File: src/rtl/amh_pkg.sv
// shared types and constants of the audio magnitude histogram
// no dependencies; every other file takes names from here by scope
`timescale 1ns / 1ps

package amh_pkg;

   localparam int SAMPLE_W    = 16;
   localparam int BIN_OUT_W   = 8;
   localparam int COUNT_OUT_W = 32;
   localparam int SHIFT_W     = 4;
   localparam int BIN_TOTAL_W = 9;
   localparam int CSR_IDX_W   = 3;
   localparam int CSR_DATA_W  = 16;
   localparam int CMP_W       = 17;
   localparam int DIV_STEPS   = 4;
   localparam int DIV_CYCLES  = 4;
   localparam int DIV_CNT_W   = 2;
   localparam int FIFO_DEPTH  = 2;
   localparam int FIFO_PTR_W  = 1;
   localparam int FIFO_CNT_W  = 2;

   localparam logic OP_ADD  = 1'b0;
   localparam logic OP_READ = 1'b1;

   localparam logic [CSR_IDX_W-1:0] CSR_DC_ENABLE = 3'd0;
   localparam logic [CSR_IDX_W-1:0] CSR_DC_SHIFT  = 3'd1;
   localparam logic [CSR_IDX_W-1:0] CSR_GATE_THR  = 3'd2;
   localparam logic [CSR_IDX_W-1:0] CSR_BIN_WIDTH = 3'd3;
   localparam logic [CSR_IDX_W-1:0] CSR_BIN_TOTAL = 3'd4;

   localparam logic [SAMPLE_W-1:0] SAMPLE_MIN = 16'h8000;
   localparam logic [SAMPLE_W-1:0] SAMPLE_MAX = 16'h7fff;

   typedef struct packed {
      logic                   dc_block_enable;
      logic [SHIFT_W-1:0]     dc_shift;
      logic [SAMPLE_W-1:0]    gate_threshold;
      logic [SAMPLE_W-1:0]    bin_width;
      logic [BIN_TOTAL_W-1:0] bin_total;
   } cfg_type;

   // one classified item between front and back
   typedef struct packed {
      logic                   operation;
      logic [SAMPLE_W-1:0]    sample;
      logic [BIN_OUT_W-1:0]   read_bin;
      logic                   clip;
      logic [COUNT_OUT_W-1:0] samples;
      logic [COUNT_OUT_W-1:0] clips;
   } entry_type;

   typedef enum logic [2:0] {
      BK_CLEAR,
      BK_IDLE,
      BK_DIV,
      BK_READ,
      BK_UPDATE
   } back_state_type;

endpackage

File: src/rtl/amh_fifo.sv
// two-entry queue of classified items between front and back
// depends on amh_pkg for the entry type
`timescale 1ns / 1ps

module amh_fifo (
   input  logic               clock,
   input  logic               reset,
   input  logic               push,
   input  amh_pkg::entry_type push_data,
   output logic               full,
   input  logic               pop,
   output amh_pkg::entry_type pop_data,
   output logic               empty
);

   amh_pkg::entry_type                  data_ff [amh_pkg::FIFO_DEPTH];
   logic [amh_pkg::FIFO_PTR_W-1:0]      wr_ptr_ff, wr_ptr_in;
   logic [amh_pkg::FIFO_PTR_W-1:0]      rd_ptr_ff, rd_ptr_in;
   logic [amh_pkg::FIFO_CNT_W-1:0]      count_ff, count_in;

   assign full     = (count_ff == amh_pkg::FIFO_CNT_W'(amh_pkg::FIFO_DEPTH));
   assign empty    = (count_ff == '0);
   assign pop_data = data_ff[rd_ptr_ff];

   always_comb begin
      wr_ptr_in = push ? wr_ptr_ff + 1'b1 : wr_ptr_ff;
      rd_ptr_in = pop ? rd_ptr_ff + 1'b1 : rd_ptr_ff;
      count_in  = count_ff;
      if (push && !pop) begin
         count_in = count_ff + 1'b1;
      end else if (pop && !push) begin
         count_in = count_ff - 1'b1;
      end
   end

   always_ff @(posedge clock) begin
      if (reset) begin
         wr_ptr_ff <= '0;
         rd_ptr_ff <= '0;
         count_ff  <= '0;
      end else begin
         wr_ptr_ff <= wr_ptr_in;
         rd_ptr_ff <= rd_ptr_in;
         count_ff  <= count_in;
      end
   end

   always_ff @(posedge clock) begin
      if (push) begin
         data_ff[wr_ptr_ff] <= push_data;
      end
   end

endmodule

File: config.mk
export PLATFORM = sky130hd
export DESIGN_NAME = amh_fifo
export DESIGN_NICKNAME = d
export VERILOG_FILES = /design/src/rtl/amh_pkg.sv /design/src/rtl/amh_fifo.sv
export SDC_FILE = /design/constraint.sdc
export NUM_CORES = 1
export LEC_CHECK = 0
export BUFFER_PORTS_ARGS = -buffer_cell sky130_fd_sc_hd__buf_2
export CAP_MARGIN = 20
export CORE_ASPECT_RATIO = 0.8
export CORE_MARGIN = 3
export CORE_UTILIZATION = 33
export CTS_CLUSTER_SIZE = 24
export DETAILED_ROUTE_END_ITERATION = 10
export MAX_ROUTING_LAYER = met4
export PLACE_DENSITY = 0.65
export SLEW_MARGIN = 30
export SYNTH_ARGS = -nofsm -noshare
export SYNTH_HDL_FRONTEND = slang
export SYNTH_SLANG_ARGS = --single-unit
export TNS_END_PERCENT = 30
File: constraint.sdc
create_clock -name clock -period 5.4 [get_ports clock]
set_input_delay 0.27 -clock clock [delete_from_list [all_inputs] [get_ports clock]]
set_output_delay 0.27 -clock clock [all_outputs]
set_load 0.03 [all_outputs]
After elaboration in Yosys (flattened, before gate mapping)
Memory sizes are Yosys's and may differ from the RTL's. A register that Yosys moved wholly into a read port is not among the register bits.
Cells that the tools add are included.
{ "word_totals": {"regBits": 4, "ram_bits": 180, "inputBits": 94, "out_inout_bits": 92, "word_cells": 21, "mem_count": 1} }
{ "memory_table": {"columns": ["memory", "words", "width", "rd", "rd_clocked_by_memory_dff", "wr", "line_no", "rtl"], "rows": [
  ["data_ff", 2, 90, 1, 1, 1, "amh_fifo.sv:16", "amh_pkg::entry_type data_ff [amh_pkg::FIFO_DEPTH];"]
]} }
{ "op_classes": {"n_addsub": 4, "eq_ne": 1, "muxes": 6, "reduce_logical": 6} }
{ "op_table": {"columns": ["op", "n"], "rows": [
  ["2-to-1 mux 1 bit", 4],
  ["2-to-1 mux 2 bit", 2],
  ["adder 1 bit, second input constant", 2],
  ["adder 2 x 1 -> 2 bit, second input constant", 1],
  ["equality test 2 bit, second input constant", 1],
  ["logical AND 1 bit", 2],
  ["logical NOT 1 bit", 2],
  ["logical NOT 2 bit", 1],
  ["nonzero test 2 bit", 1],
  ["subtractor 2 x 1 -> 2 bit, second input constant", 1]
]} }

Logic depth before layout (Yosys ltp)
{ "depth": {"depth_word": 4, "ltp_mapped": 5, "depth_no_buf": 5} }

Worst setup path after synthesis
OpenSTA, ideal clock, no wires.
{ "synth_timing": {"kind": "register -> register", "start": "register wr_ptr_ff", "end": "memory data_ff[0][0] in the netlist's numbering (enable)", "setup_ns": 0.550, "arrival_time_ns": 4.316, "required_time_ns": 4.850, "slack_ns": 0.534, "stages_incl_launch_ff": 2, "n_path_buf": 0, "period_less_slack_ns": 4.866, "cell_sequence": "dfxtp_1 -> nor2b_1"} }
{ "synth_rtl": {"columns": ["element", "line_no", "rtl"], "rows": [
  ["start: declaration", "amh_fifo.sv:17", "logic [amh_pkg::FIFO_PTR_W-1:0] wr_ptr_ff, wr_ptr_in;"],
  ["start signal: assignment", "amh_fifo.sv:42", "wr_ptr_ff <= wr_ptr_in;"],
  ["end: declaration", "amh_fifo.sv:16", null]
]} }
No word-level cell before the write port.

==> metrics.md <==
| Metric | Value |
|---|---|
| FF-to-FF End | data_ff[1][20] |
| Via Count | 3415 |
| Rel. slew slack | 0.469 |
| CTS tree | yes |
| Worst hold path class | input pin to flip-flop |
| Layout overhead on the synthesized area | 26.7% |
| Hold buffer count at cts | 0 |
| Status | complete, no violations |
| # DRC | 0 |
| DRT antenna net count | 0 |
| Slew Viols, Final | 0 |
| Share of cells above drive strength 1 | 0.602 |
| Die Height | 134 µm |
| Initial antenna violation count | 2 |
| Clock Tree Buf Depth | 2 |
| Kind of critical path | flip-flop to output pin |
| Hold Path End | data_ff[1][64] |
| Reg2Reg Setup Slack | 3330 ps |
| I/O Pins | 186 |
| Crit share post-route | 0.497 |
| Peak fanout along the critical path | 55 |
| Hold path depth | 1 |
| FILL cells | 1795 |
| CTS sink cnt | 185 |
| Commonest cells in the netlist | edfxtp_1 (180), mux2_2 (90), buf_6 (9), dfxtp_1 (5), nor2_1 (5) |
| Unique masters post-synth | 16 |
| Period minus WS final | 2680 ps |
| TritonCTS Buffers | 17 |
| H-tree levels | 4 |
| Synth top area share | 0.803 |
| Achievable frequency | 373 MHz |
| Register-to-Register Path Depth | 2 |
| Final WL | 12.8 mm |
| Vias in the first global route | 3774 |
| Dpl hpwl | 8.36 mm |
| Most common cell in the netlist | edfxtp_1 |
| Critical Path Start Type | flip-flop |
| DR WL/cell | 16.5 µm |
| Netlist area before placement | 6740 µm² |
| Final hold vios | 0 |
| Iter 0 DRT Violations | 220 |
| Yosys top cell by area | edfxtp_1 |
| Drt pass-1 iters | 4 |
| Syn Area/Cell | 22.3 µm² |
| Tot GR Track Use | 0.120 |
| Yosys Warn Count | 0 |
| Async set-or-reset flop fraction in the synthesized netlist | 0 |
| Die Span X | 166 µm |
| FF-to-FF Start | wr_ptr_ff |
| Rows | 46 |
| PD cells | 396 nW/µm² |
| Wire length of the first global-routing pass | 20.0 mm |
| Port Buffers | 185 |
| Largest net degree at the start of global routing | 58 |
| Layout Utilization | 0.428 |
| Syn nets | 397 |
| Final RePlAce weighted congestion | 0.740 |
| Final setup vio count | 0 |
| Core Area | 19900 µm² |
| Clock Pin Slew Worst Setup and Hold Paths | 70 ps |
| Leakage | 3.16 nW |
| Worst vdd ir | 183 µV |
| Synthesized instance count | 302 |
| Number of flops mapped to enable cells by yosys | 180 |
| Post-cts sizing count | 0 |
| Nets | 595 |
| RSZ-0062 raised after global routing | false |
| Ys flop type | edfxtp_1 |
| Clock root cell | clkbuf_16 |
| Seq/Total Area, Yosys | 0.817 |
| Synth Register Bits | 185 |
| Clk_skew | 9.15 ps |
| HP Start | push_data[64] |
| Max-cap violation count | 0 |
| Sum of negative setup slack | 0 ps |
| Clock latency on the worst-skew pair | 420 ps |
| Starting Density | 0.338 |
| Critical Path End Type | output pin |
| Die area | 22200 µm² |
| Worst Path Required | 5130 ps |
| Worst-Margin Slew | 796 ps |
| Top post-synthesis cells by area | edfxtp_1 (80%), mux2_2 (15%), buf_6 (1.5%), dfxtp_1 (1.5%), nor2_1 (0.28%) |
| Total global routing overflow | 0 |
| Post-DR vias/cell | 4.39 |
| CP arrival | 2410 ps |
| Post-CTS setup buffer count | 0 |
cell type report:
cell class / count / area (µm²) / area share
Antenna cell: 2 / 5.00 / 0.000587
Clock inverter: 13 / 151 / 0.0177
Timing Repair Buffer: 189 / 976 / 0.114
Tap cell: 264 / 330 / 0.0387
Multi-Input combinational cell: 106 / 1130 / 0.132
Inverter: 1 / 3.75 / 0.000440
Clock buffer: 18 / 429 / 0.0503
Sequential cell: 185 / 5510 / 0.646
layout by cell type (no fill, tap or decap), types with 2 or more instances in the layout:
master	netlist	routed
buf_4	1	3
buf_2	0	185
clkbuf_16	0	17
xor2_1	2	2
nor2_1	5	5
diode_2	0	2
inv_6	0	3
xnor2_1	2	2
mux2_2	90	90
clkinv_1	0	5
dfxtp_1	5	4
edfxtp_1	180	180
bufinv_16	0	3
critical path, stage by stage, from the launching register on:
cell and delay (ps):
dfxtp_4 660, buf_4 670, mux2_2 430, buf_2 180
metrics by stage:
step	instance area, µm²	hold slack [ps]	std cells	setup WS [ps]	power (mW)
final	8530	36.9	778	2720	3.38
after global routing	8530	5.74	778	2540	3.52
after CTS	8500	10.7	775	2630	3.43
after detailed placement	7920	461	744	2940	2.19
after global placement	7920	457	744	2970	2.18
after floorplan	6740	339	302	534	2.05
flip-flops by register name, indices dropped and copies added, names as in the netlist, named ones only:
signal	cells
rd_ptr_ff	1
data_ff	180
count_ff	2
wr_ptr_ff	1
report_power, final:
group | internal, mW | switching (mW) | leakage, nW | total, mW
Clock | 0.723 | 0.500 | 0.279 | 1.22
Sequential | 1.67 | 0.0303 | 1.73 | 1.71
Combinational | 0.160 | 0.291 | 1.15 | 0.452
layer usage:
metal  vias to the layer above  share of wire  track usage
li1                       1591              -            -
met3                        14          0.068       0.0486
met1                      1684           0.44        0.143
met4                         0          0.013       0.0374
met5                         -              0            -
met2                       126           0.48        0.190
cell families (layout without fill, tap and decap cells):
| group | after synthesis | after routing | share of synthesized area |
|---|---|---|---|
| flops | 185 | 185 | 0.817 |
| mux | 90 | 90 | 0.150 |
| other cells | 0 | 2 | 0 |
| buf+inv | 11 | 221 | 0.0167 |
| simple gates | 9 | 9 | 0.00688 |
| xor+xnor | 4 | 4 | 0.00520 |
| compound gates | 2 | 2 | 0.00148 |
| fa+ha+maj | 1 | 1 | 0.00186 |
worst max-delay path by stage:
stage / start / endpoint / slack (ps) / cells after the start
finish: flip-flop / pop_data[58] / 2720 / 3
global route: flip-flop / pop_data[32] / 2540 / 3
CTS: flip-flop / pop_data[87] / 2630 / 3
detailed placement: push / data_ff[0][53] / 2940 / 3
floorplan: wr_ptr_ff / data_ff[0][0] / 530 / 1
global placement: push / data_ff[0][20] / 2970 / 3
(Power assumes the default switching activity.)
