--- src/rtl/amh_pkg.sv ---
// shared types and constants of the audio magnitude histogram
// no dependencies; every other file takes names from here by scope
`timescale 1ns / 1ps

package amh_pkg;

   localparam int SAMPLE_W    = 16;
   localparam int BIN_OUT_W   = 8;
   localparam int COUNT_OUT_W = 32;
   localparam int SHIFT_W     = 4;
   localparam int BIN_TOTAL_W = 9;
   localparam int CSR_IDX_W   = 3;
   localparam int CSR_DATA_W  = 16;
   localparam int CMP_W       = 17;
   localparam int DIV_STEPS   = 4;
   localparam int DIV_CYCLES  = 4;
   localparam int DIV_CNT_W   = 2;
   localparam int FIFO_DEPTH  = 2;
   localparam int FIFO_PTR_W  = 1;
   localparam int FIFO_CNT_W  = 2;

   localparam logic OP_ADD  = 1'b0;
   localparam logic OP_READ = 1'b1;

   localparam logic [CSR_IDX_W-1:0] CSR_DC_ENABLE = 3'd0;
   localparam logic [CSR_IDX_W-1:0] CSR_DC_SHIFT  = 3'd1;
   localparam logic [CSR_IDX_W-1:0] CSR_GATE_THR  = 3'd2;
   localparam logic [CSR_IDX_W-1:0] CSR_BIN_WIDTH = 3'd3;
   localparam logic [CSR_IDX_W-1:0] CSR_BIN_TOTAL = 3'd4;

   localparam logic [SAMPLE_W-1:0] SAMPLE_MIN = 16'h8000;
   localparam logic [SAMPLE_W-1:0] SAMPLE_MAX = 16'h7fff;

   typedef struct packed {
      logic                   dc_block_enable;
      logic [SHIFT_W-1:0]     dc_shift;
      logic [SAMPLE_W-1:0]    gate_threshold;
      logic [SAMPLE_W-1:0]    bin_width;
      logic [BIN_TOTAL_W-1:0] bin_total;
   } cfg_type;

   // one classified item between front and back
   typedef struct packed {
      logic                   operation;
      logic [SAMPLE_W-1:0]    sample;
      logic [BIN_OUT_W-1:0]   read_bin;
      logic                   clip;
      logic [COUNT_OUT_W-1:0] samples;
      logic [COUNT_OUT_W-1:0] clips;
   } entry_type;

   typedef enum logic [2:0] {
      BK_CLEAR,
      BK_IDLE,
      BK_DIV,
      BK_READ,
      BK_UPDATE
   } back_state_type;

endpackage

--- src/rtl/amh_if.sv ---
// valid/ready channel interfaces: request, response and register write
// depends on amh_pkg for field widths
`timescale 1ns / 1ps

interface amh_req_if;
   logic                                 valid;
   logic                                 ready;
   logic                                 operation;
   logic signed [amh_pkg::SAMPLE_W-1:0]  sample_in;
   logic [amh_pkg::BIN_OUT_W-1:0]        read_bin;

   modport source (output valid, operation, sample_in, read_bin, input ready);
   modport sink   (input valid, operation, sample_in, read_bin, output ready);
endinterface


--- src/rtl/amh_front.sv ---
// front end: takes items, flags clipping, runs the dc estimator and the
// sample counters, and pushes classified items; depends on amh_pkg, amh_if
`timescale 1ns / 1ps

module amh_front #(
   parameter int COUNT_WIDTH = 32
) (
   input  logic               clock,
   input  logic               reset,
   amh_req_if.sink            req,
   input  amh_pkg::cfg_type   cfg,
   input  logic               fifo_full,
   input  logic               clearing,
   output logic               push,
   output amh_pkg::entry_type push_data
);

   localparam int EXT_W = (COUNT_WIDTH > amh_pkg::COUNT_OUT_W) ?
                          COUNT_WIDTH : amh_pkg::COUNT_OUT_W;

   logic signed [amh_pkg::SAMPLE_W-1:0] est_ff, est_in;
   logic [COUNT_WIDTH-1:0]              samples_ff, samples_in;
   logic [COUNT_WIDTH-1:0]              clips_ff, clips_in;

   logic signed [amh_pkg::SAMPLE_W-1:0] x;
   logic signed [amh_pkg::SAMPLE_W:0]   delta;
   logic signed [amh_pkg::SAMPLE_W:0]   step;
   logic signed [amh_pkg::SAMPLE_W:0]   est_sum;
   logic signed [amh_pkg::SAMPLE_W-1:0] est_new;
   logic signed [amh_pkg::SAMPLE_W:0]   diff;
   logic [amh_pkg::SAMPLE_W-1:0]        clamped;
   logic [amh_pkg::SAMPLE_W-1:0]        y;
   logic                                clip;
   logic                                accept;
   logic                                is_add;
   logic [COUNT_WIDTH-1:0]              samples_inc;
   logic [COUNT_WIDTH-1:0]              clips_inc;
   logic [EXT_W-1:0]                    samples_ext;
   logic [EXT_W-1:0]                    clips_ext;

   assign req.ready = !fifo_full && !clearing;
   assign accept    = req.valid && req.ready;
   assign is_add    = (req.operation == amh_pkg::OP_ADD);

   assign x    = req.sample_in;
   assign clip = (req.sample_in == amh_pkg::SAMPLE_MIN) ||
                 (req.sample_in == amh_pkg::SAMPLE_MAX);

   // leaky integrator: the estimate moves by delta >>> dc_shift
   assign delta   = $signed({x[amh_pkg::SAMPLE_W-1], x}) -
                    $signed({est_ff[amh_pkg::SAMPLE_W-1], est_ff});
   assign step    = delta >>> cfg.dc_shift;
   assign est_sum = $signed({est_ff[amh_pkg::SAMPLE_W-1], est_ff}) + step;
   assign est_new = est_sum[amh_pkg::SAMPLE_W-1:0];
   assign diff    = $signed({x[amh_pkg::SAMPLE_W-1], x}) -
                    $signed({est_new[amh_pkg::SAMPLE_W-1], est_new});

   always_comb begin
      if (diff[amh_pkg::SAMPLE_W] != diff[amh_pkg::SAMPLE_W-1]) begin
         clamped = diff[amh_pkg::SAMPLE_W] ? amh_pkg::SAMPLE_MIN : amh_pkg::SAMPLE_MAX;
      end else begin
         clamped = diff[amh_pkg::SAMPLE_W-1:0];
      end
      y = cfg.dc_block_enable ? clamped : x;
   end

   assign samples_inc = (&samples_ff) ? samples_ff : samples_ff + 1'b1;
   assign clips_inc   = (&clips_ff) ? clips_ff : clips_ff + 1'b1;

   always_comb begin
      est_in     = est_ff;
      samples_in = samples_ff;
      clips_in   = clips_ff;
      if (accept && is_add) begin
         samples_in = samples_inc;
         if (clip) begin
            clips_in = clips_inc;
         end
         if (cfg.dc_block_enable) begin
            est_in = est_new;
         end
      end
   end

   assign samples_ext = EXT_W'(samples_in);
   assign clips_ext   = EXT_W'(clips_in);

   assign push = accept;

   always_comb begin
      push_data.operation = req.operation;
      push_data.sample    = is_add ? y : '0;
      push_data.read_bin  = req.read_bin;
      push_data.clip      = is_add && clip;
      push_data.samples   = samples_ext[amh_pkg::COUNT_OUT_W-1:0];
      push_data.clips     = clips_ext[amh_pkg::COUNT_OUT_W-1:0];
   end

   always_ff @(posedge clock) begin
      if (reset) begin
         est_ff     <= '0;
         samples_ff <= '0;
         clips_ff   <= '0;
      end else begin
         est_ff     <= est_in;
         samples_ff <= samples_in;
         clips_ff   <= clips_in;
      end
   end

endmodule

--- src/flat_wrapper.sv ---
// flat-port wrapper written by rule: the top's interface ports become plain ports
module amh_front_flat 
#(
   parameter int COUNT_WIDTH = 32
)
  (clock, reset, cfg, fifo_full, clearing, push, push_data, req_valid, req_operation, req_sample_in, req_read_bin, req_ready);
  amh_req_if req_i ();
  input  logic clock;
  input  logic reset;
  input  amh_pkg::cfg_type cfg;
  input  logic fifo_full;
  input  logic clearing;
  output logic push;
  output amh_pkg::entry_type push_data;
  input wire logic [$bits(req_i.valid)-1:0] req_valid;
  input wire logic [$bits(req_i.operation)-1:0] req_operation;
  input wire logic [$bits(req_i.sample_in)-1:0] req_sample_in;
  input wire logic [$bits(req_i.read_bin)-1:0] req_read_bin;
  output wire logic [$bits(req_i.ready)-1:0] req_ready;
  assign req_i.valid = req_valid;
  assign req_i.operation = req_operation;
  assign req_i.sample_in = req_sample_in;
  assign req_i.read_bin = req_read_bin;
  assign req_ready = req_i.ready;
  amh_front #(.COUNT_WIDTH(COUNT_WIDTH)) u_core (.clock(clock), .reset(reset), .req(req_i), .cfg(cfg), .fifo_full(fifo_full), .clearing(clearing), .push(push), .push_data(push_data));
endmodule
--- config.mk ---
export PLATFORM = sky130hd
export DESIGN_NAME = amh_front_flat
export DESIGN_NICKNAME = d
export VERILOG_FILES = /design/src/rtl/amh_pkg.sv /design/src/rtl/amh_if.sv /design/src/rtl/amh_front.sv /design/src/flat_wrapper.sv
export SDC_FILE = /design/constraint.sdc
export NUM_CORES = 1
export LEC_CHECK = 0
export BUFFER_PORTS_ARGS = -buffer_cell sky130_fd_sc_hd__clkbuf_2
export CAP_MARGIN = 5
export CORE_MARGIN = 2
export CORE_UTILIZATION = 40
export DETAILED_ROUTE_END_ITERATION = 8
export GPL_TIMING_DRIVEN = 0
export PLACE_DENSITY = 0.64
export SETUP_SLACK_MARGIN = 0.2
export SLEW_MARGIN = 20
export SYNTH_ARGS = -nofsm -noshare
export SYNTH_HDL_FRONTEND = slang
export SYNTH_SLANG_ARGS = --single-unit
export TNS_END_PERCENT = 50
--- constraint.sdc ---
create_clock -name clock -period 12.4 [get_ports clock]
set_input_delay 2.48 -clock clock [delete_from_list [all_inputs] [get_ports clock]]
set_output_delay 2.48 -clock clock [all_outputs]
set_load 0.1 [all_outputs]
# Word level (Yosys, flattened, before mapping)
# Index checks and enable logic that the tools add are counted.
[op_classes]
add_sub_neg = 5
multipliers = 0
div = 0
magnitude_cmp = 0
n_eq_ne = 3
shift = 1
muxes = 9
bitwise = 1
n_reduce_logical = 10
[ops]
columns = ["cell", "n"]
rows = [
  ["$mux 32", 5],
  ["$add 32x1->32 const B", 2],
  ["$mux 16", 4],
  ["$reduce_and 32->1", 2],
  ["$sub 16x16->17", 2],
  ["$sshr 17x4->16", 1],
  ["$add 16x16->16", 1],
  ["$eq 16x15->1 const B", 1],
  ["$eq 16x16->1 const B", 1],
  ["$logic_and 1x1->1", 4],
  ["$logic_not 1->1", 2],
  ["$reduce_and 2->1", 1],
  ["$logic_or 1x1->1", 1],
  ["$ne 1x1->1", 1],
  ["$not 1->1", 1],
]
[word_totals]
regBits = 80
latchBits = 0
ramBits = 0
rom_bits = 0
out_inout_bits = 92
word_cells = 32
mem_count = 0

# Logic depth before layout (Yosys ltp)
# Gate-level depths: netlist (run 1).
[logic_depth]
word_depth = 8
ltp_mapped = 33

# Least setup slack after synthesis (run 1)
# Ideal clock, no wire load.
[synth_timing]
path_type = "input -> output"
start = "in req_sample_in[0]"
end = "out push_data[81] (netlist name)"
arrival_time_ns = 11.333
slack_ns = -1.413
path_stages = 30
path_buffers = 0
cell_sequence = "inv_1 -> ha_1 -> fa_1 -> nor2b_1 -> o21ai_0 -> a21boi_1 -> o221a_2 -> o21ai_0 -> a21boi_1 -> o211ai_1 -> a21oi_1 -> nand2b_1 -> o21ai_0 -> a311o_1 -> ha_1 -> o21ai_0 -> o211ai_2 -> nand2_1 -> xor2_1 -> ha_1 -> or4_4 -> or2_2 -> o311a_1 -> a211oi_2 -> o221ai_1 -> o211ai_2 -> o221ai_4 -> xnor2_2 -> a31o_1 -> nor4_1"
[synth_lines]
columns = ["element", "line_no", "rtl"]
rows = [
  ["start: declaration", "flat_wrapper.sv:17", "input wire logic [$bits(req_i.sample_in)-1:0] req_sample_in;"],
  ["end: declaration", "flat_wrapper.sv:14", "output amh_pkg::entry_type push_data;"],
]

==> results of run 1 <==
==> power breakdown <==
| part | leakage (nW) | internal [mW] | total, mW | switching [mW] |
|---|---|---|---|---|
| Sequential | 0.644 | 0.258 | 0.259 | 0.00120 |
| Combinational | 3.05 | 0.174 | 0.471 | 0.297 |
| Clock | 0.146 | 0.160 | 0.279 | 0.119 |
==> repair_timing <==
item	4_1_cts	5_1_grt
endpoints found under the setup margin	16	16
pin swaps	15	41
buffers inserted	9	13
resized for setup	57	76
==> area by class of cell <==
class	instances	share of cell area
multi-input cells	751	0.623
flip-flops and latches	80	0.174
repair buffers	135	0.0964
well taps	225	0.0306
plain buffers	46	0.0250
clock buffers	9	0.0244
inverters	41	0.0177
clock inverters	7	0.00951
==> worst paths after layout <==
check | end | cells past startpoint | startpoint
worst min-delay path | u_core.est_ff[9]$_SDFFE_PP0P_ | 2 | u_core.est_ff[9]$_SDFFE_PP0P_
worst max-delay path | push_data[73] | 32 | req_sample_in[8]
worst max register to register | u_core.est_ff[15]$_SDFFE_PP0P_ | 25 | u_core.est_ff[1]$_SDFFE_PP0P_
worst min register to register | u_core.est_ff[9]$_SDFFE_PP0P_ | 2 | u_core.est_ff[9]$_SDFFE_PP0P_
==> synthesized netlist by cell type, types with 5 or more instances <==
cell / count
nor2_1: 106
dfxtp_1: 80
nor2b_1: 78
nand2_1: 73
xnor2_1: 61
a21oi_1: 51
ha_1: 44
inv_1: 39
o21ai_0: 33
clkbuf_1: 31
xor2_1: 29
nand3_1: 28
and3_1: 26
mux2i_1: 20
a211oi_1: 15
nor3_1: 15
and2_1: 11
nand2b_1: 11
nand4_1: 10
buf_4: 9
o211ai_1: 9
o21a_1: 9
a21o_1: 7
and4_1: 7
mux2_2: 7
a311oi_1: 6
nor4_1: 6
o21bai_1: 5
==> cell families (layout without fill, tap and decap cells) <==
| group | after synthesis | after routing |
|---|---|---|
| AO/OA/AOI/OAI | 190 | 190 |
| flip-flops | 80 | 80 |
| buffers and inverters | 87 | 238 |
| AND/OR/NAND/NOR | 387 | 387 |
| adder cells (fa/ha/maj) | 52 | 52 |
| XOR/XNOR | 93 | 93 |
| multiplexers | 29 | 29 |
==> registers in the layout, indices dropped and copies added, names as in the netlist <==
signal	count
u_core.est_ff	16
u_core.samples_ff	32
u_core.clips_ff	32
==> per-stage QoR <==
stage / setup TNS [ps] / hold slack, ps / total power [mW] / worst slack, ps
2_1_floorplan: -1770 / 454 / 0.581 / -654
3_3_place_gp: -9320 / 471 / 0.653 / -739
3_5_place_dp: -9560 / 483 / 0.654 / -765
4_1_cts: 0 / 493 / 0.969 / 208
5_1_grt: 0 / 542 / 1.06 / 65.3
6_report: 0 / 489 / 1.01 / 296
==> worst max-delay path: cells and delay by family <==
kind	cells	cell delay, ps
and+or+nand+nor	4	1000
adders and majority gates	3	990
buffers and inverters	4	700
AOI/OAI and AO/OA	19	4050
xor gates and xnor gates	2	400
==> per-layer routing <==
| metal | up-vias | part of all wire | track usage |
|---|---|---|---|
| li1 | 3520 | - | - |
| met4 | 0 | 0.025 | 0.0716 |
| met1 | 3169 | 0.45 | 0.271 |
| met2 | 184 | 0.47 | 0.356 |
| met5 | - | 0 | 0 |
| met3 | 35 | 0.061 | 0.0504 |
==> impl_metrics.ini, run 1 <==
[floorplanning]
ios = 168
die_x_um = 138
fp.dieArea_um2 = 18900
die_h_um = 138
core_um2 = 17400
initial_core_util = 0.411
fp-row-count = 48

[finish]
seq_area_um2 = 1600
design_area_um2 = 9210
fill_cells = 1637
syn_to_final_growth_pct = 29.1
finalNonFillerCells = 1294
antenna_cells = 0
final_common_cell = nor2_1
multi_input_area_um2 = 5740
final_cell_mix = nor2_1, clkbuf_2, dfxtp_1, nor2b_1, nand2_1
drive_above_1_share = 0.251
nets = 1187
final_core_util = 0.531

[clock_tree]
hold_buffers = 0
cts.root.buffer_cell = clkbuf_16
path_clk_slew_ps = 60
h-tree-depth = 3
cts_tree = built
clock_latency_ps = 350
cts_num_sinks = 80
cts_buffers = 9
cts_buffer_depth = 2

[synthesis]
netlist.area_leader.share = 0.224
ys.flop_type = dfxtp_1
synth_edf_count = 0
postSynthCellCount = 918
synth_cell_types = 82
synth_warnings = 0
ys_top_cells_by_area = dfxtp_1, ha_1, xnor2_1
yosysSeqAreaShare = 0.224
synth_fa_ha_area_frac = 0.0929
syn-num-nets = 1041
synthArstFlopShare = 0
synth_area_um2 = 7140
synth_compound_area_frac = 0.189
syn_area_per_cell_um2 = 7.78
synthMuxAreaShare = 0.0454
synthXorXnorAreaFrac = 0.118
synth_top_family_by_area = simple AND/OR/NAND/NOR gates
synth_seq_cells = 80
yosys.area_share.simple = 0.277
yosys.area.top_type = dfxtp_1

[critical_path]
required_ps = 9920
cp_slowest_cell = or4_4
crit_path_end_kind = output pin
crit_type = primary input to output pin
path_max_fanout = 7
slowest_delay_ps = 540
worstSetupStartpointType = primary input
r2r_slack_ps = 6790
crit_arrival_ps = 9620

[sta]
min_period_over_period = 0.976
worstMarginPinSlew_ps = 838
finClkSkew_ps = 6.44
drv_slew = 0
rsz0062_at_grt = yes
finalSetupViolCount = 0
relSlewSlack = 0.441
max_freq_ghz = 0.0826
finalHoldViolations = 0
period_minus_slack_ps = 12100

[pwr]
p_leak_nw = 3.84
power_density_nw_per_um2 = 110
ir_worst_vdd_v = 0.0000723

[job]
cap_violations = 0

[detailed_routing]
drc = 0
vias_per_cell = 5.34
num_vias = 6908
finalWirelength_mm = 20.4
drtAntennaViolNets = 0
drtPass1Iterations = 5
wl_per_cell_um = 15.7
drtIter0Drc = 372

[placed_design]
gp_congestion = 0.902
place_area_um2 = 8110
hpwl_mm = 15.8
numPlacedInstances = 1256
portBuffers = 113

[global_route]
grt_max_degree = 17
grtUsageTotal = 0.214
grt_first_pass_wirelength_mm = 31.8
grt_antenna_before_repair = 0
overflow = 0
grt_pass1_vias = 6464

[worst_hold_path]
hold_path_class = flop to flop

[run_status]
status = complete, no violations
Power figures use the tool's default switching activity.
==> run 2: changes to the inputs <==
--- a/config.mk
+++ b/config.mk
@@ -5,13 +5,14 @@
 export SDC_FILE = /design/constraint.sdc
 export NUM_CORES = 1
 export LEC_CHECK = 0
+export ABC_CLOCK_PERIOD_IN_PS = 9800
 export BUFFER_PORTS_ARGS = -buffer_cell sky130_fd_sc_hd__clkbuf_2
 export CAP_MARGIN = 5
 export CORE_MARGIN = 2
 export CORE_UTILIZATION = 40
 export DETAILED_ROUTE_END_ITERATION = 8
 export GPL_TIMING_DRIVEN = 0
-export PLACE_DENSITY = 0.64
+export PLACE_DENSITY = 0.67
 export SETUP_SLACK_MARGIN = 0.2
 export SLEW_MARGIN = 20
 export SYNTH_ARGS = -nofsm -noshare
==> constraint.sdc (replaced) <==
create_clock -name clock -period 9.8 [get_ports clock]
set_input_delay 1.96 -clock clock [delete_from_list [all_inputs] [get_ports clock]]
set_output_delay 1.96 -clock clock [all_outputs]
set_load 0.1 [all_outputs]
==> impl_metrics.ini, run 2 (synthesis gave the netlist of run 1 again) <==
[pwr]
ir_worst_vdd_v = 0.0000925
combinationalPowerShare = 0.505
power_density_nw_per_um2 = 136
power_switching_mw = 0.569
swShare = 0.414
p_seq_frac = 0.238
internal-power_mw = 0.807
p_total_mw = 1.38
p_clk_frac = 0.257
p_leak_nw = 4.18

[sta]
finalHoldViolations = 0
setup_tns_ps = -12190
drv_slew = 0
worstMarginPinSlew_ps = 989
max_freq_ghz = 0.0935
relSlewSlack = 0.341
finClkSkew_ps = 5.98
fin_ws_ps = -894
finalSetupViolCount = 16
period_minus_slack_ps = 10690
rsz0062_at_grt = yes
min_period_over_period = 1.09

[clock_tree]
cts.root.buffer_cell = clkbuf_16
cts_tree = built
hold_buffers = 0
cts_buffer_depth = 2
path_clk_slew_ps = 70
cts_num_sinks = 80
h-tree-depth = 3
clock_latency_ps = 340
cts_buffers = 9

[finish]
drive_above_1_share = 0.318
antenna_cells = 0
final_cell_mix = nor2_1, clkbuf_2, dfxtp_1, nor2b_1, nand2_1
final_common_cell = nor2_1
top_regs = u_core.clips_ff (32), u_core.samples_ff (32), u_core.est_ff (16)
syn_to_final_growth_pct = 41.3
nets = 1227

[critical_path]
crit_path_end_kind = output pin
crit_arrival_ps = 8730
crit_type = primary input to output pin
cp_slowest_cell = or4_4
crit_start = req_sample_in[0]
cpLargestDelayFamily = compound AO/OA/AOI/OAI gates
required_ps = 7840
slowest_delay_ps = 550
path_buf_inv = 6
worstSetupStartpointType = primary input
r2r_start = u_core.est_ff[1]$_SDFFE_PP0P_
r2r_slack_ps = 4140
path_max_fanout = 5

[detailed_routing]
drc = 0
wl_per_cell_um = 16.7
vias_per_cell = 5.50
num_vias = 7331
drtPass1Iterations = 5
drtAntennaViolNets = 0
drtIter0Drc = 412
finalWirelength_mm = 22.2

[floorplanning]
initial_core_util = 0.411
core_um2 = 17400
die_x_um = 138
fp-row-count = 48
fp.dieArea_um2 = 18900
die_h_um = 138
ios = 168

[global_route]
overflow = 0
grt_max_degree = 17
grt_antenna_before_repair = 0
grt_pass1_vias = 7198
grtUsageTotal = 0.231
grt_first_pass_wirelength_mm = 34.7

[placed_design]
portBuffers = 113
gp_congestion = 0.917
hpwl_mm = 15.7
dpl_worst_slack_ps = -1930

[worst_hold_path]
hold_path.startpoint = u_core.est_ff[9]$_SDFFE_PP0P_
hold_path_class = flop to flop

[job]
cap_violations = 0

[run_status]
violations = negative setup slack
status = finished with violations
## run 2: through the flow
step	std cells	instance area [um2]	util	hold slack (ps)
floorplan	918	7460	-	454
global placement	1256	8310	0.479	466
detailed placement	1256	8310	0.479	483
CTS	1323	9800	0.564	492
global route	1334	10100	0.581	522
finish	1334	10100	0.581	489
## run 2: metal layers
layer	vias to the layer above	global-route usage	wire [um]	part of all wire
met5	-	0	0	0
met4	0	0.113	829	0.037
met3	59	0.0449	1460	0.066
met2	256	0.389	10600	0.48
met1	3420	0.281	9320	0.42
li1	3596	-	-	-
## run 2: final timing paths
kind | end | cells after the start
setup reg to reg | u_core.est_ff[12]$_SDFFE_PP0P_ | 24
hold / removal | u_core.est_ff[9]$_SDFFE_PP0P_ | 2
setup / recovery | push_data[80] | 35
hold reg to reg | u_core.est_ff[9]$_SDFFE_PP0P_ | 2
## run 2: power groups by stage
stage	sequential [mW]	combinational (mW)	clock, mW
2_1_floorplan	0.335	0.427	0
3_3_place_gp	0.335	0.519	0
3_5_place_dp	0.335	0.520	0
4_1_cts	0.328	0.644	0.359
5_1_grt	0.328	0.732	0.374
6_report	0.328	0.694	0.354
## run 2: layout make-up
type                            instances  area (um2)
Buffer                                 46         239
Inverter                               41         170
Tap cell                              225         282
Timing Repair Buffer                  175        1350
Clock buffer                            9         225
Fill cell                            1522        7270
Clock inverter                          7        88.8
Multi-Input combinational cell        751        6140
Sequential cell                        80        1600
## run 2: what timing repair did
| action | CTS | global route |
|---|---|---|
| pin swaps | 67 | 30 |
| endpoints found under the setup margin | 16 | 16 |
| gates resized for setup | 140 | 49 |
| setup buffers | 51 | 11 |
## run 2: worst register-to-register path: cells and delay by family (launching register included)
kind / cells / cell delay [ps]
multiplexers: 2 / 630
AND/OR/NAND/NOR: 6 / 950
XOR/XNOR: 1 / 520
adder cells (fa/ha/maj): 2 / 500
AO/OA/AOI/OAI: 10 / 2000
buffers and inverters: 3 / 440
flip-flops: 1 / 500
